File: src/rtl/rth_pkg.sv
`default_nettype none

package rth_pkg;

    localparam int CHANNEL_BITS_DEF  = 8;
    localparam int FRACTION_BITS_DEF = 16;

    // flags that travel with each request down the divider chain
    typedef struct packed {
        logic valid;
        logic zero;   // gray or black pixel: hue and saturation forced to zero
        logic full;   // smallest channel zero: saturation is all ones
    } t_ctl;

endpackage

`default_nettype wire

File: src/rtl/rth_front.sv
`default_nettype none

module rth_front #(
    parameter int CHANNEL_BITS  = rth_pkg::CHANNEL_BITS_DEF,
    parameter int FRACTION_BITS = rth_pkg::FRACTION_BITS_DEF
) (
    input  wire logic                     i_clk,
    input  wire logic                     i_rst_n,
    input  wire logic                     i_en,
    input  wire logic                     i_valid,
    input  wire logic [CHANNEL_BITS-1:0]  i_red,
    input  wire logic [CHANNEL_BITS-1:0]  i_green,
    input  wire logic [CHANNEL_BITS-1:0]  i_blue,
    input  wire logic [CHANNEL_BITS-1:0]  i_alpha,
    output rth_pkg::t_ctl                 o_ctl,
    output logic [CHANNEL_BITS+2:0]       o_rem_h,
    output logic [CHANNEL_BITS+2:0]       o_div_h,
    output logic [FRACTION_BITS-1:0]      o_q_h,
    output logic [CHANNEL_BITS-1:0]       o_rem_s,
    output logic [CHANNEL_BITS-1:0]       o_div_s,
    output logic [FRACTION_BITS-1:0]      o_q_s,
    output logic [CHANNEL_BITS-1:0]       o_value,
    output logic [CHANNEL_BITS-1:0]       o_alpha
);

    localparam int DW = CHANNEL_BITS + 3;

    logic [CHANNEL_BITS-1:0] hi;
    logic [CHANNEL_BITS-1:0] lo;
    logic [CHANNEL_BITS-1:0] chroma;
    logic [DW-1:0]           c_ext;
    logic [DW-1:0]           six_c;
    logic [DW-1:0]           num;

    rth_pkg::t_ctl           r_ctl;
    rth_pkg::t_ctl           n_ctl;
    logic [DW-1:0]           r_rem_h;
    logic [DW-1:0]           r_div_h;
    logic [CHANNEL_BITS-1:0] r_rem_s;
    logic [CHANNEL_BITS-1:0] r_div_s;
    logic [CHANNEL_BITS-1:0] r_value;
    logic [CHANNEL_BITS-1:0] r_alpha;

    always_comb begin
        hi = i_red;
        lo = i_red;
        if (i_green > hi) hi = i_green;
        if (i_blue > hi)  hi = i_blue;
        if (i_green < lo) lo = i_green;
        if (i_blue < lo)  lo = i_blue;
        chroma = hi - lo;
        c_ext  = DW'(chroma);
        six_c  = (c_ext << 2) + (c_ext << 1);

        // modular arithmetic: for nonzero chroma the final sum lands in [0, 6*chroma)
        if (i_red == hi) begin
            if (i_green >= i_blue) begin
                num = DW'(i_green) - DW'(i_blue);
            end else begin
                num = six_c - (DW'(i_blue) - DW'(i_green));
            end
        end else if (i_green == hi) begin
            num = (c_ext << 1) + DW'(i_blue) - DW'(i_red);
        end else begin
            num = (c_ext << 2) + DW'(i_red) - DW'(i_green);
        end

        n_ctl.valid = i_valid;
        n_ctl.zero  = (chroma == '0);
        n_ctl.full  = (chroma == hi);
    end

    always_ff @(posedge i_clk) begin
        if (!i_rst_n) begin
            r_ctl <= '0;
        end else if (i_en) begin
            r_ctl <= n_ctl;
        end
    end

    always_ff @(posedge i_clk) begin
        if (i_en) begin
            r_rem_h <= num;
            r_div_h <= six_c;
            r_rem_s <= chroma;
            r_div_s <= hi;
            r_value <= hi;
            r_alpha <= i_alpha;
        end
    end

    assign o_ctl   = r_ctl;
    assign o_rem_h = r_rem_h;
    assign o_div_h = r_div_h;
    assign o_q_h   = '0;
    assign o_rem_s = r_rem_s;
    assign o_div_s = r_div_s;
    assign o_q_s   = '0;
    assign o_value = r_value;
    assign o_alpha = r_alpha;

endmodule

`default_nettype wire

File: src/rtl/rth_cell.sv
`default_nettype none

module rth_cell #(
    parameter int CHANNEL_BITS  = rth_pkg::CHANNEL_BITS_DEF,
    parameter int FRACTION_BITS = rth_pkg::FRACTION_BITS_DEF
) (
    input  wire logic                     i_clk,
    input  wire logic                     i_rst_n,
    input  wire logic                     i_en,
    input  wire rth_pkg::t_ctl            i_ctl,
    input  wire logic [CHANNEL_BITS+2:0]  i_rem_h,
    input  wire logic [CHANNEL_BITS+2:0]  i_div_h,
    input  wire logic [FRACTION_BITS-1:0] i_q_h,
    input  wire logic [CHANNEL_BITS-1:0]  i_rem_s,
    input  wire logic [CHANNEL_BITS-1:0]  i_div_s,
    input  wire logic [FRACTION_BITS-1:0] i_q_s,
    input  wire logic [CHANNEL_BITS-1:0]  i_value,
    input  wire logic [CHANNEL_BITS-1:0]  i_alpha,
    output rth_pkg::t_ctl                 o_ctl,
    output logic [CHANNEL_BITS+2:0]       o_rem_h,
    output logic [CHANNEL_BITS+2:0]       o_div_h,
    output logic [FRACTION_BITS-1:0]      o_q_h,
    output logic [CHANNEL_BITS-1:0]       o_rem_s,
    output logic [CHANNEL_BITS-1:0]       o_div_s,
    output logic [FRACTION_BITS-1:0]      o_q_s,
    output logic [CHANNEL_BITS-1:0]       o_value,
    output logic [CHANNEL_BITS-1:0]       o_alpha
);

    localparam int DW = CHANNEL_BITS + 3;

    logic [DW:0]             t_h;
    logic [CHANNEL_BITS:0]   t_s;
    logic                    bit_h;
    logic                    bit_s;
    logic [DW-1:0]           n_rem_h;
    logic [CHANNEL_BITS-1:0] n_rem_s;

    rth_pkg::t_ctl             r_ctl;
    logic [DW-1:0]             r_rem_h;
    logic [DW-1:0]             r_div_h;
    logic [FRACTION_BITS-1:0]  r_q_h;
    logic [CHANNEL_BITS-1:0]   r_rem_s;
    logic [CHANNEL_BITS-1:0]   r_div_s;
    logic [FRACTION_BITS-1:0]  r_q_s;
    logic [CHANNEL_BITS-1:0]   r_value;
    logic [CHANNEL_BITS-1:0]   r_alpha;

    // one restoring step per divider: a remainder that starts below the divisor stays below it
    always_comb begin
        t_h   = {i_rem_h, 1'b0};
        bit_h = (t_h >= {1'b0, i_div_h});
        n_rem_h = bit_h ? DW'(t_h - {1'b0, i_div_h}) : DW'(t_h);

        t_s   = {i_rem_s, 1'b0};
        bit_s = (t_s >= {1'b0, i_div_s});
        n_rem_s = bit_s ? CHANNEL_BITS'(t_s - {1'b0, i_div_s})
                        : CHANNEL_BITS'(t_s);
    end

    always_ff @(posedge i_clk) begin
        if (!i_rst_n) begin
            r_ctl <= '0;
        end else if (i_en) begin
            r_ctl <= i_ctl;
        end
    end

    always_ff @(posedge i_clk) begin
        if (i_en) begin
            r_rem_h <= n_rem_h;
            r_div_h <= i_div_h;
            r_q_h   <= {i_q_h[FRACTION_BITS-2:0], bit_h};
            r_rem_s <= n_rem_s;
            r_div_s <= i_div_s;
            r_q_s   <= {i_q_s[FRACTION_BITS-2:0], bit_s};
            r_value <= i_value;
            r_alpha <= i_alpha;
        end
    end

    assign o_ctl   = r_ctl;
    assign o_rem_h = r_rem_h;
    assign o_div_h = r_div_h;
    assign o_q_h   = r_q_h;
    assign o_rem_s = r_rem_s;
    assign o_div_s = r_div_s;
    assign o_q_s   = r_q_s;
    assign o_value = r_value;
    assign o_alpha = r_alpha;

endmodule

`default_nettype wire

File: src/rtl/rth_skid.sv
`default_nettype none

module rth_skid #(
    parameter int WIDTH = 2 * rth_pkg::FRACTION_BITS_DEF + 2 * rth_pkg::CHANNEL_BITS_DEF
) (
    input  wire logic             i_clk,
    input  wire logic             i_rst_n,
    input  wire logic             i_push,
    input  wire logic [WIDTH-1:0] i_data,
    input  wire logic             i_stall,
    output logic                  o_valid,
    output logic [WIDTH-1:0]      o_data,
    output logic                  o_full
);

    logic             r_out_valid;
    logic             r_spare_valid;
    logic [WIDTH-1:0] r_out;
    logic [WIDTH-1:0] r_spare;
    logic             out_free;

    assign out_free = !r_out_valid || !i_stall;

    always_ff @(posedge i_clk) begin
        if (!i_rst_n) begin
            r_out_valid   <= 1'b0;
            r_spare_valid <= 1'b0;
        end else if (out_free) begin
            r_out_valid   <= r_spare_valid || i_push;
            r_spare_valid <= 1'b0;
        end else if (i_push) begin
            r_spare_valid <= 1'b1;
        end
    end

    always_ff @(posedge i_clk) begin
        if (out_free) begin
            if (r_spare_valid) begin
                r_out <= r_spare;
            end else if (i_push) begin
                r_out <= i_data;
            end
        end else if (i_push) begin
            r_spare <= i_data;
        end
    end

    assign o_valid = r_out_valid;
    assign o_data  = r_out;
    assign o_full  = r_spare_valid;

endmodule

`default_nettype wire

File: src/rtl/rgb_to_hsv.sv
// rgb_to_hsv: one pixel per clock unless stalled; each request passes through
// (front stage, one divider cell per hue and saturation bit, output register)
// throughput is one request per cycle unless stalled; the cells set the latency
// a two-entry output buffer keeps the chain moving while one result waits
// reset (i_rst_n low, synchronous) clears all valid flags; payload is not reset
`default_nettype none

module rgb_to_hsv #(
    parameter int CHANNEL_BITS  = rth_pkg::CHANNEL_BITS_DEF,
    parameter int FRACTION_BITS = rth_pkg::FRACTION_BITS_DEF
) (
    input  wire logic                     i_clk,
    input  wire logic                     i_rst_n,
    input  wire logic                     i_valid,
    output logic                          o_stall,
    input  wire logic [CHANNEL_BITS-1:0]  i_red,
    input  wire logic [CHANNEL_BITS-1:0]  i_green,
    input  wire logic [CHANNEL_BITS-1:0]  i_blue,
    input  wire logic [CHANNEL_BITS-1:0]  i_alpha,
    output logic                          o_valid,
    input  wire logic                     i_stall,
    output logic [FRACTION_BITS-1:0]      o_hue,
    output logic [FRACTION_BITS-1:0]      o_saturation,
    output logic [CHANNEL_BITS-1:0]       o_value,
    output logic [CHANNEL_BITS-1:0]       o_alpha_out
);

    localparam int DW    = CHANNEL_BITS + 3;
    localparam int NS    = FRACTION_BITS + 1;
    localparam int WIDTH = 2 * FRACTION_BITS + 2 * CHANNEL_BITS;

    rth_pkg::t_ctl             s_ctl   [NS];
    logic [DW-1:0]             s_rem_h [NS];
    logic [DW-1:0]             s_div_h [NS];
    logic [FRACTION_BITS-1:0]  s_q_h   [NS];
    logic [CHANNEL_BITS-1:0]   s_rem_s [NS];
    logic [CHANNEL_BITS-1:0]   s_div_s [NS];
    logic [FRACTION_BITS-1:0]  s_q_s   [NS];
    logic [CHANNEL_BITS-1:0]   s_value [NS];
    logic [CHANNEL_BITS-1:0]   s_alpha [NS];

    logic                      en;
    logic                      full;
    logic                      push;
    logic [FRACTION_BITS-1:0]  hue;
    logic [FRACTION_BITS-1:0]  sat;
    logic [WIDTH-1:0]          out_data;

    assign en      = !full;
    assign o_stall = full;

    rth_front #(
        .CHANNEL_BITS  (CHANNEL_BITS),
        .FRACTION_BITS (FRACTION_BITS)
    ) u_front (
        .i_clk   (i_clk),
        .i_rst_n (i_rst_n),
        .i_en    (en),
        .i_valid (i_valid),
        .i_red   (i_red),
        .i_green (i_green),
        .i_blue  (i_blue),
        .i_alpha (i_alpha),
        .o_ctl   (s_ctl[0]),
        .o_rem_h (s_rem_h[0]),
        .o_div_h (s_div_h[0]),
        .o_q_h   (s_q_h[0]),
        .o_rem_s (s_rem_s[0]),
        .o_div_s (s_div_s[0]),
        .o_q_s   (s_q_s[0]),
        .o_value (s_value[0]),
        .o_alpha (s_alpha[0])
    );

    for (genvar k = 0; k < FRACTION_BITS; k++) begin : g_cell
        rth_cell #(
            .CHANNEL_BITS  (CHANNEL_BITS),
            .FRACTION_BITS (FRACTION_BITS)
        ) u_cell (
            .i_clk   (i_clk),
            .i_rst_n (i_rst_n),
            .i_en    (en),
            .i_ctl   (s_ctl[k]),
            .i_rem_h (s_rem_h[k]),
            .i_div_h (s_div_h[k]),
            .i_q_h   (s_q_h[k]),
            .i_rem_s (s_rem_s[k]),
            .i_div_s (s_div_s[k]),
            .i_q_s   (s_q_s[k]),
            .i_value (s_value[k]),
            .i_alpha (s_alpha[k]),
            .o_ctl   (s_ctl[k+1]),
            .o_rem_h (s_rem_h[k+1]),
            .o_div_h (s_div_h[k+1]),
            .o_q_h   (s_q_h[k+1]),
            .o_rem_s (s_rem_s[k+1]),
            .o_div_s (s_div_s[k+1]),
            .o_q_s   (s_q_s[k+1]),
            .o_value (s_value[k+1]),
            .o_alpha (s_alpha[k+1])
        );
    end

    // gray pixels give zero, a zero smallest channel saturates
    always_comb begin
        hue = s_ctl[NS-1].zero ? '0 : s_q_h[NS-1];
        if (s_ctl[NS-1].zero) begin
            sat = '0;
        end else if (s_ctl[NS-1].full) begin
            sat = '1;
        end else begin
            sat = s_q_s[NS-1];
        end
    end

    assign push     = s_ctl[NS-1].valid && en;
    assign out_data = {hue, sat, s_value[NS-1], s_alpha[NS-1]};

    rth_skid #(
        .WIDTH (WIDTH)
    ) u_skid (
        .i_clk   (i_clk),
        .i_rst_n (i_rst_n),
        .i_push  (push),
        .i_data  (out_data),
        .i_stall (i_stall),
        .o_valid (o_valid),
        .o_data  ({o_hue, o_saturation, o_value, o_alpha_out}),
        .o_full  (full)
    );

endmodule

`default_nettype wire

File: config.mk
export PLATFORM = sky130hd
export DESIGN_NAME = rgb_to_hsv
export DESIGN_NICKNAME = d
export VERILOG_FILES = /design/src/rtl/rth_pkg.sv /design/src/rtl/rth_front.sv /design/src/rtl/rth_cell.sv /design/src/rtl/rth_skid.sv /design/src/rtl/rgb_to_hsv.sv
export SDC_FILE = /design/constraint.sdc
export NUM_CORES = 2
export LEC_CHECK = 0
export BUFFER_PORTS_ARGS = -buffer_cell sky130_fd_sc_hd__buf_4
export CORE_MARGIN = 10
export CORE_UTILIZATION = 35
export DETAILED_ROUTE_END_ITERATION = 12
export PLACE_DENSITY = 0.52
export SETUP_SLACK_MARGIN = 0.15
export SLEW_MARGIN = 20
export SYNTH_ARGS = -nofsm -noshare
export SYNTH_HDL_FRONTEND = slang
export SYNTH_HIERARCHICAL = 1
export SYNTH_SLANG_ARGS = --single-unit
File: constraint.sdc
create_clock -name i_clk -period 55 [get_ports i_clk]
set_input_delay 0 -clock i_clk [delete_from_list [all_inputs] [get_ports i_clk]]
set_output_delay 0 -clock i_clk [all_outputs]
set_load 0.01 [all_outputs]
==> flow_summary.yaml <==
outcome:
  outcome: "complete, no violations"
detailed_routing:
  wirelength_mm: 123
  post_drt_via_cell_ratio: 4.85
  drtIter0Drc: 2222
  drc: 0
  ant_nets: 0
  wl_per_cell_um: 16.6
  vias: 35900
  first_pass_iters: 7
floorplanning:
  initial_core_util_pct: 35.1
  coreArea_sq_mm: 0.178
  ios: 86
  rows: 155
  die_area_sq_mm: 0.196
  fp.dieH_um: 443
  die_x_um: 443
power:
  power_frac_clock_pct: 19.4
  swShare_pct: 36.7
  vdd_ir_drop_max_v: 0.0000395
  p_per_area_mw_per_mm2: 69.0
  power.share.sequential_pct: 35.9
  combPwrFrac_pct: 44.7
  p_total_uw: 4910
  p_int_uw: 3110
  p_switching_uw: 1800
  leakage_uw: 0.0279
final_layout:
  layout-drive-gt1-share_pct: 10.8
  nets: 5407
  multi_input_area_sq_mm: 0.0221
  syn_to_final_growth_pct: 13.6
  fill_cells: 16600
  area.sequential_sq_mm: 0.0382
setup_path:
  worst-endpoint-required_ns: 55.52
  worst-path-max-fanout: 14
  end_kind: "flop"
  crit_type: "input pin to flop"
  cp_common_cell: "ha_1"
  crit_path_max_incr_delay_ns: 0.65
  slowest_stage: "dlygate4sd3_1"
  cp-start-kind: "input pin"
  critPathArrivalTime_ns: 8.89
grt:
  grt_use_total_pct: 12.4
  grt_max_degree: 189
  antenna_found_initial: 2
  grt_pass1_vias: 36600
  grt_overflow_total: 0
  grt_first_pass_wirelength_mm: 199
clock_network:
  root_buffer: "clkbuf_16"
  clk_latency_ns: 0.77
  cts_tree: "built"
  cts-buffers-inserted: 147
  cts.path.max_buffers: 3
  clk_pin_slew_ns: 0.06
  cts_max_level: 4
  cts_sinks: 1291
timing:
  slew_viol_final: 0
  setup_slack_ns: 46.63
  fmax_mhz: 119
  worst_pin_slew_ns: 1.08
  rsz0062_at_grt: "no"
  finalCriticalPeriod_ns: 8.37
  period_share_pct: 15.2
  hold_viol_final: 0
  slew_headroom_pct: 28.0
  finalSetupViolations: 0
  skew_ns: 0.0244
  fin_tns_setup_ns: 0
hold_path:
  hold_class: "input pin to flop"
logic_synthesis:
  syn_area_sq_mm: 0.0626
  syn_inst: 4750
  syn-mean-instance-area_sq_um: 13.2
  synth_fp_nets: 5226
  yosysWarnings: 6
placement:
  hpwl_mm: 86.5
  routabilityCongestion: 0.842
  place_ws_ns: 46.19
  port_buffers: 85
run:
  maxCapViolCount: 0
[layout by cell type (no fill, tap or decap), types with 139 or more instances in the layout]
cell / count
nand2_1: 254
xnor2_1: 147
clkbuf_16: 150
a21oi_1: 286
mux2_2: 139
inv_1: 499
o21ai_0: 236
ha_1: 389
nor2_1: 229
edfxtp_1: 1238
[critical path: cells and delay by family]
family	cells	cell delay [ns]
buf+inv	5	1.45
simple gates	8	1.38
xor+xnor	1	0.21
compound gates	13	3.64
fa+ha+maj	5	1.84
mux	1	0.32
[per-layer routing]
layer	vias up	wire length (um)	GRT usage [%]
li1	17900	-	-
met1	17300	54500	15.4
met2	498	61200	21.7
met3	215	4230	2.40
met4	0	3240	3.80
met5	-	0	0
[stage by stage]
stage	hold WS (ns)	area, sq um	utilization, %	cells
finish	0.0528	71100	39.9	7405
global route	0.0415	71100	39.9	7404
CTS	0.00556	71100	39.9	7404
detailed placement	0.180	66000	37.0	7103
global placement	0.179	66000	37.0	7102
floorplan	0.0989	62600	-	4750
[sequential cells by signal, summed over array words and instances, names as in the netlist, 48 cells and up]
register	count
g_cell.u_cell/o_div_h	165
g_cell.u_cell/o_rem_h	165
g_cell.u_cell/o_q_h	136
g_cell.u_cell/o_q_s	136
g_cell.u_cell/o_alpha	128
g_cell.u_cell/o_value	128
g_cell.u_cell/o_div_s	120
g_cell.u_cell/o_rem_s	120
g_cell.u_cell/o_ctl	48
u_skid/o_data	48
u_skid/r_spare	48
[path summary, 6_finish.rpt]
path,from,endpoint,slack [ns],depth (start not counted)
setup / recovery,i_red[0],u_front/o_rem_h[10],46.63,33
hold / removal,i_alpha[6],u_front/o_alpha[6],0.05,2
hold reg to reg,g_cell[12].u_cell/o_q_h[6],g_cell[13].u_cell/o_q_h[7],0.41,0
setup reg to reg,u_skid/o_full,g_cell[1].u_cell/o_ctl[1],51.47,6
[layout make-up]
type	instances	share of cell area (%)
clock inverters	71	1.06
multi-input cells	2844	31.0
inverters	502	2.66
diodes	1	0.00352
well taps	2355	4.14
clock buffers	196	5.60
repair buffers	145	1.75
flip-flops and latches	1291	53.7
[repair_timing]
| action | in CTS | in global routing |
|---|---|---|
| hold buffers | 34 | 0 |
| buffers inserted | 0 | 0 |
| hold endpoints to repair | 125 | 0 |
| gates resized for setup | 0 | 0 |
[power by group through the flow]
stage / registers [uW] / logic [uW] / clock network [uW]
floorplan: 1700 / 1740 / 0
global placement: 1780 / 2160 / 0
detailed placement: 1790 / 2180 / 0
CTS: 1770 / 2200 / 989
global route: 1800 / 2490 / 1030
finish: 1760 / 2190 / 952
Note: power is estimated with default switching activity, not from simulation.
